`config.mk`:
```
export PLATFORM = sky130hd
export DESIGN_NAME = bfdh_ctrl
export DESIGN_NICKNAME = d
export VERILOG_FILES = /design/src/hw/rtl/bfdh_pkg.sv /design/src/hw/rtl/bfdh_ctrl.sv
export SDC_FILE = /design/constraint.sdc
export NUM_CORES = 1
export LEC_CHECK = 0
export BUFFER_PORTS_ARGS = -buffer_cell sky130_fd_sc_hd__buf_2
export CELL_PAD_IN_SITES_DETAIL_PLACEMENT = 1
export CELL_PAD_IN_SITES_GLOBAL_PLACEMENT = 1
export CORE_AREA = 5 5 42 44
export CTS_CLUSTER_DIAMETER = 30
export CTS_CLUSTER_SIZE = 16
export DETAILED_ROUTE_END_ITERATION = 7
export DIE_AREA = 0 0 47 49
export GPL_TIMING_DRIVEN = 1
export PLACE_DENSITY = 0.7
export SLEW_MARGIN = 30
export SYNTH_ARGS = -nofsm -noshare
export SYNTH_HDL_FRONTEND = slang
export SYNTH_SLANG_ARGS = --single-unit
```
`constraint.sdc`:
```
create_clock -name i_clk -period 3.1 [get_ports i_clk]
set_input_delay 0.62 -clock i_clk [delete_from_list [all_inputs] [get_ports i_clk]]
set_output_delay 0.62 -clock i_clk [all_outputs]
set_load 0.005 [all_outputs]
```
`src/hw/rtl/bfdh_pkg.sv`:
```
// bfdh_pkg: shared types and constants of the double-hash bloom filter.
// Holds the controller/datapath command and status structs and register codes.
// No dependencies.
package bfdh_pkg;

    localparam int HASH_W = 64;
    localparam logic [HASH_W-1:0] DJB_SEED = 64'd5381;
    localparam int FB_W = 14;
    localparam int HC_W = 5;
    localparam int NB_W = FB_W + 3;
    localparam int DCNT_W = 6;
    localparam int BYTE_W = 8;
    localparam int DATA_W = 32;
    localparam int ADDR_W = 3;
    localparam logic [FB_W-1:0] FB_RESET = 14'd8192;
    localparam logic [HC_W-1:0] HC_RESET = 5'd3;

    typedef enum logic {
        REG_FILTER_BYTES = 1'b0,
        REG_HASH_COUNT   = 1'b1
    } t_reg;

    typedef struct packed {
        logic hash_en;
        logic clr_we;
        logic load;
        logic div_start;
        logic div_step;
        logic rd_en;
        logic eval;
        logic out_load;
    } t_cmd;

    typedef struct packed {
        logic clr_done;
        logic k_zero;
        logic div_last;
        logic stop;
        logic probe_last;
    } t_sts;

endpackage

```
`src/hw/rtl/bfdh_ctrl.sv`:
```
// bfdh_ctrl: sequencer for clearing, byte intake, probe loop and result transfer.
// Depends on bfdh_pkg.
module bfdh_ctrl (
    input  logic           i_clk,
    input  logic           i_rst_n,
    input  bfdh_pkg::t_sts i_sts,
    input  logic           i_in_valid,
    input  logic           i_last_byte,
    input  logic           i_out_ready,
    output logic           o_in_ready,
    output logic           o_out_valid,
    output bfdh_pkg::t_cmd o_cmd
);
    typedef enum logic [2:0] {
        S_CLEAR, S_IDLE, S_PREP, S_START, S_DIV, S_ADDR, S_EVAL, S_FINISH
    } t_state;

    t_state r_state, n_state;
    logic   r_out_valid, n_out_valid;

    always_comb begin
        o_cmd           = '0;
        o_cmd.hash_en   = (r_state == S_IDLE) && i_in_valid;
        o_cmd.clr_we    = (r_state == S_CLEAR);
        o_cmd.load      = (r_state == S_PREP);
        o_cmd.div_start = (r_state == S_START);
        o_cmd.div_step  = (r_state == S_DIV);
        o_cmd.rd_en     = (r_state == S_ADDR);
        o_cmd.eval      = (r_state == S_EVAL);
        o_cmd.out_load  = (r_state == S_FINISH) && (!r_out_valid || i_out_ready);
    end

    always_comb begin
        n_state     = r_state;
        n_out_valid = r_out_valid;
        if (r_out_valid && i_out_ready) begin
            n_out_valid = 1'b0;
        end
        case (r_state)
            S_CLEAR: begin
                if (i_sts.clr_done) n_state = S_IDLE;
            end
            S_IDLE: begin
                if (i_in_valid && i_last_byte) n_state = S_PREP;
            end
            S_PREP: begin
                n_state = i_sts.k_zero ? S_FINISH : S_START;
            end
            S_START: n_state = S_DIV;
            S_DIV: begin
                if (i_sts.div_last) n_state = S_ADDR;
            end
            S_ADDR: n_state = S_EVAL;
            S_EVAL: begin
                n_state = (i_sts.stop || i_sts.probe_last) ? S_FINISH : S_START;
            end
            S_FINISH: begin
                if (o_cmd.out_load) begin
                    n_out_valid = 1'b1;
                    n_state     = S_IDLE;
                end
            end
            default: n_state = S_CLEAR;
        endcase
    end

    always_ff @(posedge i_clk) begin
        if (!i_rst_n) begin
            r_state     <= S_CLEAR;
            r_out_valid <= 1'b0;
        end else begin
            r_state     <= n_state;
            r_out_valid <= n_out_valid;
        end
    end

    assign o_in_ready  = (r_state == S_IDLE);
    assign o_out_valid = r_out_valid;

    a_last_to_prep: assert property (@(posedge i_clk) disable iff (!i_rst_n)
        o_in_ready && i_in_valid && i_last_byte |=> r_state == S_PREP)
        else $error("last byte did not start the probe loop");
    a_no_lost_result: assert property (@(posedge i_clk) disable iff (!i_rst_n)
        o_cmd.out_load |-> !r_out_valid || i_out_ready)
        else $error("result overwritten before transfer");
    a_clear_first: assert property (@(posedge i_clk) disable iff (!i_rst_n)
        r_state == S_CLEAR |-> !o_in_ready && !r_out_valid)
        else $error("activity during clearing pass");
endmodule

```
### After elaboration in Yosys (flattened, before gate mapping)

Cells that the tools add are included.

* flip-flop bits (word level): 4
* output and inout bits: 10
* logic and storage cells: 32

* equality and inequality tests: 11
* mux-type cells: 10
* reductions and logical operators: 9

Operator list (number)
* 3-bit one-hot mux with 8 select lines: 1
* 3-bit 2-to-1 mux: 6
* 3-bit equality test, second input constant: 4
* 3-bit by 2-bit equality test with 1-bit output, second input constant: 2
* 2-bit != test, second input constant: 3
* 1-bit logical AND: 4
* 4-bit AND reduction: 1
* 3-bit by 1-bit equality test with 1-bit output, second input constant: 1
* 3-bit logical NOT: 1
* 1-bit 2-to-1 mux: 3
* 1-bit logical OR: 2
* 2-bit by 1-bit != test with 1-bit output, second input constant: 1
* 1-bit logical NOT: 1

### Depth between registers and ports, before layout

Gate-level depths: netlist of the first run.

* depth after elaboration: 5
* gate-level depth with buffers: 5
* gate-level depth less buffers: 4

### Worst setup path after synthesis of the first run

No wires, ideal clock.

* path kind: input to output
* start point: input i_out_ready
* end point: output o_cmd[0] in the netlist's numbering
* arrival time: 0.951 ns
* required time: 2.480 ns
* setup slack: 1.529 ns
* cell stages on the path: 2
* cell sequence: and2b_1 nor2_1

RTL lines
* start, declared: line bfdh_ctrl.sv:9 `input logic i_out_ready,`
* end, declared: line bfdh_ctrl.sv:12 `output bfdh_pkg::t_cmd o_cmd`

==> metrics.cfg, run 1 <==
[worst_hold_path]
hold_depth = 2
hold_start = i_rst_n
worstHoldEndpoint = o_out_valid$_SDFF_PN0_
hold_class = input port to flip-flop

[critical_path]
critPathRequiredTime_ns = 2.48
r2r_start = r_state[0]$_SDFFE_PN0P_
arrival_ns = 1.55
r2r-end = r_state[1]$_SDFFE_PN0P_
path_class = flip-flop to output pin
rrSetupSlack_ns = 1.54
critPathMaxFanout = 12
critPathCaptureType = output pin
cp-start-kind = flip-flop
critPathLaunch = r_state[0]$_SDFFE_PN0P_
r2r_cells = 4

[global_routing]
antenna_found_initial = 0
grt.total_usage_pct = 8.44
grt_pass1_wl_um = 1410
grt_overflow = 0
grt_pass1_vias = 353
grt_max_degree = 14

[timing]
tightest_slew_ns = 0.479
setup_viol = 0
final.setup.worst_slack_ns = 0.927
slew_headroom_pct = 68.0
hold_violations = 0
fin_crit_ns = 2.17
setup_tns_ns = 0
slew_viol_final = 0
final.period_utilization_pct = 70.1
fmax_ghz = 0.460
rsz0062_at_grt = false
finClkSkew_ns = 0.00584

[floorplanning]
core-area_um2 = 1400
start_util_pct = 23.9
ios = 20
rows = 14
die_area_um2 = 2300
dieHeight_um = 49
die_w_um = 47

[synthesis]
ys_ff_latch = 4
synth_cell_types = 23
synthCells = 39
ys_warn_count = 0
synth_area_per_cell_um2 = 8.60
synth_seq_area_share_pct = 23.9
synth_nets = 49
synth_area_um2 = 335

[drt]
drt-total-wl_um = 922
dr.first_iter.drc_count = 1
drt_first_pass_iters = 3
vias = 351
via_per_inst = 4.74
avgRoutedWirePerCell_um = 12.5
drc = 0
ant_nets = 0

[clock_network]
cts_hold_buf = 0
cts_root_buf = clkbuf_4
clk_path_buf_depth = 2
cts_buffers = 3
cts_resized = 0
clk_pin_slew_ns = 0.04
postCtsSetupRepairBufs = 0
cts_sinks = 4
cts_tree = yes
htree_levels = 1
clk_latency_ns = 0.24

[outcome]
status = completed

[finish]
drive_above_1_share_pct = 50.0
diodes = 0
final_core_util_pct = 32.5
fillers = 190
area.growth.synth_to_final_pct = 35.8
final_area_um2 = 455
layout.nets = 70

[pwr]
p_leak_uw = 0.000226
ir_drop_v = 0.000363
pwr_density_cell_nw_per_um2 = 653

[place]
place_congestion = 0.679
dp_slack_ns = 1.16
portBuffers = 19
placed_area_um2 = 433

[run]
maxCapViolCount = 0

==> sequential cells by signal, indices dropped and copies added (netlist names) <==
name	cells
r_state	3
o_out_valid	1
==> power breakdown <==
group,internal [uW],total [uW],switching (uW)
logic,70.7,123,52.3
registers,63.5,107,43.0
clock network,43.5,67.9,24.4
==> worst max-delay path, stage by stage (launching register included) <==
cell	delay, ns
dfxtp_1	0.58
nor3b_2	0.43
and2_2	0.20
buf_2	0.10
==> per-layer routing <==
layer  up-vias  track usage (%)  routed length, um
met5         -                0                  0
li1        176                -                  -
met2        20             11.8                416
met1       155             10.7                398
met4         0             1.38                  0
met3         0             5.90                107
==> worst max path at each step <==
stage                     to  depth (start not counted)
finish              o_cmd[7]                          3
floorplan           o_cmd[0]                          2
detailed placement  o_cmd[7]                          3
global placement    o_cmd[7]                          3
CTS                 o_cmd[7]                          3
global route        o_cmd[7]                          3
==> stage by stage <==
step / power [uW] / instances / hold WS (ns)
floorplan: 193 / 39 / 0.626
global placement: 229 / 71 / 0.654
detailed placement: 233 / 71 / 0.674
CTS: 304 / 74 / 0.639
global route: 328 / 74 / 0.647
finish: 297 / 74 / 0.641
==> final cells by class <==
| class | instances | area [um^2] | area share (%) |
|---|---|---|---|
| Multi-Input combinational cell | 31 | 234 | 51.4 |
| Timing Repair Buffer | 19 | 95.1 | 20.9 |
| Sequential cell | 4 | 80.1 | 17.6 |
| Clock buffer | 3 | 22.5 | 4.95 |
| Tap cell | 16 | 20.0 | 4.40 |
| Inverter | 1 | 3.75 | 0.824 |
==> cell usage after synthesis <==
library cell  n  area (um^2)
o221ai_1      1         8.76
nor2b_1       1         6.26
nand3_1       1         5.00
nand2_1       4         15.0
buf_4         1         7.51
o21a_1        2         15.0
nor3b_1       3         22.5
buf_2         2         10.0
nor3b_2       1         12.5
mux2i_1       1         10.0
and2b_1       1         7.51
xor2_1        1         8.76
nor2_1        5         18.8
a21oi_1       1         5.00
a221oi_2      2         30.0
inv_2         1         3.75
and3_4        1         11.3
and2_2        1         7.51
a2111oi_4     1         27.5
nor3_1        1         5.00
o21ai_1       1         5.00
dfxtp_1       4         80.1
and2_1        2         12.5
==> cells in the final DEF, fill, tap and decap left out <==
master     instances
and2b_1            1
a2111oi_4          1
nand2_1            4
nand3_1            1
o21ai_1            1
nor3b_2            1
a21oi_1            1
xor2_1             1
and2_2             1
buf_2             19
nor3_1             1
nor3b_1            3
o221ai_1           1
and3_4             1
o21a_1             2
mux2i_1            1
dfxtp_1            4
nor2_1             5
and2_1             2
nor2b_1            1
a221oi_2           2
inv_2              1
clkbuf_4           3
==> cell families after synthesis <==
kind of cell / after synthesis / share of synthesized area (%)
compound gates: 8 / 27.2
xor+xnor: 1 / 2.61
buf+inv: 4 / 6.34
flops: 4 / 23.9
mux: 1 / 2.99
simple gates: 21 / 36.9
Note: power is estimated with default switching activity, not from simulation.
==> run 2, diff against run 1 <==
ABC_AREA = 1   (was unset)
CORE_AREA = unset   (was 5 5 42 44)
CORE_MARGIN = 5   (was unset)
CORE_UTILIZATION = 24   (was unset)
DIE_AREA = unset   (was 0 0 47 49)
PLACE_DENSITY = 0.74   (was 0.7)
clock period = 2.1 ns   (was 3.1 ns; I/O delays follow)
==> run 2 against run 1 <==
Largest power group unchanged. Critical endpoint is now o_cmd[0]. Highest routed layer unchanged. Global-route usage increased by 2.6 points. Non-clock buffer count did not move. Routed wire length is 10% higher. Die area decreased by 2.8%. Cell area is 0.82% higher. Clock skew shrank 0.0037 ns.
==> metrics.cfg, run 2 <==
[drt]
drt_first_pass_iters = 3  ; unchanged
via_per_inst = 4.51  ; was 4.74
drc = 0  ; unchanged
vias = 442  ; was 351
ant_nets = 0  ; unchanged
dr.first_iter.drc_count = 4  ; was 1
drt-total-wl_um = 1020  ; was 922 um
avgRoutedWirePerCell_um = 10.4  ; was 12.5 um

[clock_network]
clk_pin_slew_ns = 0.04  ; about the same
cts_hold_buf = 0  ; unchanged
cts_tree = yes  ; unchanged
postCtsSetupRepairBufs = 0  ; unchanged
cts_sinks = 4  ; unchanged
htree_levels = 1  ; unchanged
clk_latency_ns = 0.24  ; about the same
cts_root_buf = clkbuf_4  ; unchanged
clk_path_buf_depth = 2  ; unchanged
cts_resized = 0  ; unchanged
cts_buffers = 3  ; unchanged

[finish]
final_common_cell = buf_2  ; unchanged
fillers = 199  ; was 190
layout.nets = 95  ; was 70
largest_reg_flops = 3  ; unchanged
top_register = r_state  ; unchanged
area.growth.synth_to_final_pct = 37.5  ; was 35.8%
final_area_um2 = 459  ; was 455 um^2
diodes = 0  ; unchanged
final_cell_mix = 19 x buf_2, 15 x inv_1, 14 x nand2_1  ; was 19 x buf_2, 5 x nor2_1, 4 x nand2_1, 4 x dfxtp_1
drive_above_1_share_pct = 30.1  ; was 50.0%

[synthesis]
synth_cell_types = 15  ; was 23
synth_area_um2 = 334  ; was 335 um^2
synthCells = 62  ; was 39
synth.cells.most_frequent = 15 x inv_1, 14 x nand2_1, 11 x nor2_1  ; was 5 x nor2_1, 4 x dfxtp_1, 4 x nand2_1
synth_area_per_cell_um2 = 5.39  ; was 8.60 um^2
ys_ff_latch = 4  ; unchanged
synth-edff-count = 0  ; unchanged
synth_seq_area_share_pct = 24.0  ; was 23.9%
post-synth-top-count-cell = inv_1  ; was nor2_1
synth_top_area_cell = dfxtp_1  ; unchanged
synth_top_area_share_pct = 24.0  ; was 23.9%
synthArstFlopShare_pct = 0  ; unchanged
synth_nets = 72  ; was 49
synth_ff_type = dfxtp_1  ; unchanged
yosys-top-cells-area = dfxtp_1 24%, inv_1 17%, nand2_1 16%  ; was dfxtp_1 24%, a221oi_2 9.0%, a2111oi_4 8.2%
ys_warn_count = 0  ; unchanged

[timing]
finClkSkew_ns = 0.00212  ; was 0.00584 ns
fmax_ghz = 0.605
slew_viol_final = 0  ; unchanged
setup_tns_ns = 0  ; unchanged
hold_violations = 0  ; unchanged
slew_headroom_pct = 81.8  ; was 68.0%
rsz0062_at_grt = false  ; unchanged
fin_crit_ns = 1.65
final.period_utilization_pct = 78.8
tightest_slew_ns = 0.273  ; was 0.479 ns
setup_viol = 0  ; unchanged

[global_routing]
antenna_found_initial = 0  ; unchanged
grt_pass1_wl_um = 1760  ; was 1410 um
grt.total_usage_pct = 11.1  ; was 8.44%
grt_max_degree = 9  ; was 14
grt_pass1_vias = 443  ; was 353
grt_overflow = 0  ; unchanged

[place]
portBuffers = 19  ; unchanged
hpwl_um = 880
placed_area_um2 = 437  ; was 433 um^2
place_congestion = 0.747  ; was 0.679

[critical_path]
critPathRequiredTime_ns = 1.68  ; was 2.48 ns
arrival_ns = 1.23  ; was 1.55 ns
critPathMaxFanout = 8  ; was 12
critPathCaptureType = output pin  ; unchanged
rrSetupSlack_ns = 0.85  ; was 1.54 ns
cp-start-kind = flip-flop  ; unchanged
path_class = flip-flop to output pin  ; unchanged

[floorplanning]
die_area_um2 = 2240  ; was 2300 um^2
ios = 20  ; unchanged
dieHeight_um = 47.3  ; was 49 um
die_w_um = 47.3  ; was 47 um
start_util_pct = 25.7  ; was 23.9%
rows = 13  ; was 14
core-area_um2 = 1300  ; was 1400 um^2

[outcome]
status = completed  ; unchanged

[worst_hold_path]
hold_class = input port to flip-flop  ; unchanged

[pwr]
pwr_density_cell_nw_per_um2 = 1220  ; was 653 nW/um^2
p_leak_uw = 0.000314  ; was 0.000226 uW
ir_drop_v = 0.000474  ; was 0.000363 V

[run]
maxCapViolCount = 0  ; unchanged

## run 2: cell count changes in the layout (fill, tap and decap cells not counted), sizes merged, moves of 2 or more
cell    previous run  this run
nand2              4        15
inv                1        16
a21oi              1         3
nand3              1         5
nor3b              4         0
a221oi             2         0
nor2               5        12
and2               3         0
## run 2: worst paths after layout
path,start,to,depth (start not counted)
worst max-delay path,r_state[2]$_SDFFE_PN0P_,o_cmd[0],3
worst min-delay path,i_rst_n,r_state[1]$_SDFFE_PN0P_,3
worst max register to register,r_state[2]$_SDFFE_PN0P_,r_state[0]$_SDFFE_PN0P_,7
worst min register to register,o_out_valid$_SDFF_PN0_,r_state[1]$_SDFFE_PN0P_,4
## run 2: critical path: stages, from the launching register on
cell and delay, ns:
dfxtp_1 0.46, inv_2 0.14, nor3_1 0.24, buf_2 0.15
## run 2: layout make-up
| class | instances | area [um^2] | share of cell area, % |
|---|---|---|---|
| clock buffer | 3 | 22.5 | 4.90 |
| inverter | 16 | 60.1 | 13.1 |
| multi-input combinational | 41 | 183 | 39.8 |
| sequential | 4 | 80.1 | 17.4 |
| tap | 15 | 18.8 | 4.09 |
| timing repair buffer | 19 | 95.1 | 20.7 |
## run 2: through the flow
| stage | util, % | cells | worst slack (ns) | power, uW | hold WS, ns |
|---|---|---|---|---|---|
| finish | 35.3 | 98 | 0.446 | 560 | 0.436 |
| global route | 35.3 | 98 | 0.336 | 630 | 0.439 |
| CTS | 35.3 | 98 | 0.441 | 572 | 0.431 |
| detailed placement | 33.6 | 95 | 0.704 | 471 | 0.602 |
| global placement | 33.6 | 95 | 0.766 | 459 | 0.591 |
| floorplan | - | 62 | 0.935 | 372 | 0.518 |
## run 2: cell families after synthesis
family	Yosys count	synth area share, %
AND/OR/NAND/NOR	34	42.7
AO/OA/AOI/OAI	7	12.0
flip-flops	4	24.0
buffers and inverters	17	21.3
## run 2: report_power, final
part | internal (uW) | leakage, uW | total, uW | switching [uW]
sequential | 102 | 0.0000329 | 140 | 38.4
combinational | 127 | 0.000267 | 322 | 194
clock | 64.1 | 0.0000138 | 97.9 | 33.8
total | 293 | 0.000314 | 560 | 266
## run 2: routing by layer
layer | track usage (%) | part of all wire [%] | up-vias
met5 | 0 | 0 | -
met4 | 3.31 | 0 | 0
met3 | 4.60 | 6.9 | 0
met2 | 19.5 | 51 | 11
met1 | 11.9 | 42 | 201
li1 | - | - | 230
==> run 3, diff against run 2 <==
clock period = 1.73 ns   (was 2.1 ns; I/O delays follow)
==> run 3 against run 2 <==
Via count increased by 2.5%. Clock-buffer cell count stayed put. Cell count is the same. Clock power rose by 21%. Clock skew rose by 0.0019 ns. Largest power group unchanged. First-iteration DRC count decreased by 25%. Register-to-register slack got worse by 0.39 ns. Worst setup slack worse by 0.23 ns. Sequential share of layout area stayed put. Sequential power grew 23%.
==> metrics.cfg, run 3 (same netlist as run 2, synthesis figures left out) <==
[place]
dp_cells = 95  ; unchanged
place_congestion = 0.763  ; was 0.747
portBuffers = 19  ; unchanged
hpwl_um = 848  ; was 880 um

[timing]
setup_tns_ns = 0  ; unchanged
final.period_utilization_pct = 87.6
rsz0062_at_grt = false  ; unchanged
setup_viol = 0  ; unchanged
slew_viol_final = 0  ; unchanged
hold_violations = 0  ; unchanged
slew_headroom_pct = 81.4  ; was 81.8%
finClkSkew_ns = 0.00402  ; was 0.00212 ns
tightest_slew_ns = 0.279  ; was 0.273 ns
fin_crit_ns = 1.52
fmax_ghz = 0.660
whs_ns = 0.341  ; was 0.436 ns

[critical_path]
critPathCaptureType = output pin  ; unchanged
critPathMaxFanout = 8  ; unchanged
path_class = flip-flop to output pin  ; unchanged
path_cells = inv_2 > nor3_1 > buf_2  ; unchanged
critPathRequiredTime_ns = 1.38  ; was 1.68 ns
slowest_stage = dfxtp_1  ; unchanged
arrival_ns = 1.17  ; was 1.23 ns
cp-start-kind = flip-flop  ; unchanged
cpPeakStageDelay_ns = 0.47  ; was 0.46 ns

[clock_network]
cts_sinks = 4  ; unchanged
cts_root_buf = clkbuf_4  ; unchanged
clk_pin_slew_ns = 0.04  ; about the same
cts_resized = 0  ; unchanged
cts_buffers = 3  ; unchanged
htree_levels = 1  ; unchanged
clk_latency_ns = 0.24  ; about the same
cts_hold_buf = 0  ; unchanged
cts_tree = yes  ; unchanged
postCtsSetupRepairBufs = 0  ; unchanged
clk_path_buf_depth = 2  ; unchanged

[outcome]
status = completed  ; unchanged

[run]
maxCapViolCount = 0  ; unchanged

[floorplanning]
ios = 20  ; unchanged
die_area_um2 = 2240  ; unchanged
dieHeight_um = 47.3  ; unchanged
rows = 13  ; unchanged
die_w_um = 47.3  ; unchanged
core-area_um2 = 1300  ; unchanged
start_util_pct = 25.7  ; unchanged

[pwr]
switching_share_pct = 47.2  ; was 47.6%
p_sw_uw = 318  ; was 266 uW
pwr-share-clk_pct = 17.6  ; was 17.5%
p_int_uw = 356  ; was 293 uW
p_leak_uw = 0.000314  ; unchanged
pwr_density_cell_nw_per_um2 = 1470  ; was 1220 nW/um^2
power_frac_seq_pct = 25.5  ; was 25.1%
combinationalPowerShare_pct = 57.0  ; was 57.5%
ir_drop_v = 0.000453  ; was 0.000474 V

[global_routing]
grt_pass1_vias = 433  ; was 443
antenna_found_initial = 0  ; unchanged
grt_overflow = 0  ; unchanged
grt_max_degree = 9  ; unchanged
grt.total_usage_pct = 11.1  ; about the same
grt_pass1_wl_um = 1700  ; was 1760 um

[finish]
finalNonFillerCells = 98  ; unchanged
ff_latch_area_um2 = 80.1  ; unchanged
final_cell_mix = 19 x buf_2, 15 x inv_1, 14 x nand2_1  ; unchanged
final_common_cell = buf_2  ; unchanged
drive_above_1_share_pct = 30.1  ; unchanged
area.growth.synth_to_final_pct = 37.5  ; unchanged
diodes = 0  ; unchanged
final_core_util_pct = 35.3  ; unchanged
layout.nets = 95  ; unchanged
top_register = r_state  ; unchanged
fillers = 202  ; was 199
largest_reg_flops = 3  ; unchanged
multi_input_area_um2 = 183  ; unchanged

[drt]
ant_nets = 0  ; unchanged
dr.first_iter.drc_count = 3  ; was 4
drt_first_pass_iters = 2  ; was 3
drc = 0  ; unchanged
avgRoutedWirePerCell_um = 10.1  ; was 10.4 um
drt-total-wl_um = 990  ; was 1020 um
via_per_inst = 4.62  ; was 4.51
vias = 453  ; was 442

[worst_hold_path]
hold_class = input port to flip-flop  ; unchanged

[run 3: cell counts in the layout (fill, tap and decap cells not counted)]
Identical to the previous run, type by type.
[run 3: power by group through the flow]
stage                     Sequential, uW  Combinational [uW]  Clock, uW
after floorplan                      146                 306          0
after global placement               169                 387          0
after detailed placement             174                 396          0
after CTS                            172                 398        125
after global routing                 181                 460        131
final                                172                 384        118
[run 3: layer usage]
layer  global-route usage (%)  share of wire, %
met5                        0                 0
met4                     3.31                 0
met3                     6.13               9.6
met2                     18.4                51
met1                     12.1                39
[run 3: area by class of cell]
cell class,count,area share (%)
Multi-Input combinational cell,41,39.8
Timing Repair Buffer,19,20.7
Sequential cell,4,17.4
Inverter,16,13.1
Clock buffer,3,4.90
Tap cell,15,4.09
[run 3: final timing paths]
kind	from	to	slack, ns	cells after the start
hold reg to reg	o_out_valid$_SDFF_PN0_	r_state[1]$_SDFFE_PN0P_	0.61	4
setup / recovery	r_state[2]$_SDFFE_PN0P_	o_cmd[0]	0.21	3
setup reg to reg	r_state[2]$_SDFFE_PN0P_	r_state[2]$_SDFFE_PN0P_	0.46	7
hold / removal	i_rst_n	r_state[0]$_SDFFE_PN0P_	0.34	3
[run 3: worst max-delay path, delay by kind of cell, from the launching register on]
kind / cells / cell delay, ns
simple gates: 1 / 0.19
flops: 1 / 0.47
buf+inv: 2 / 0.28
[run 3: stage by stage]
| step | total power [uW] | worst slack [ns] | area [um^2] |
|---|---|---|---|
| 2_1_floorplan | 452 | 0.639 | 334 |
| 4_1_cts | 695 | 0.193 | 459 |
| 5_1_grt | 772 | 0.0741 | 459 |
| 3_3_place_gp | 556 | 0.472 | 437 |
| 6_report | 673 | 0.215 | 459 |
| 3_5_place_dp | 570 | 0.455 | 437 |
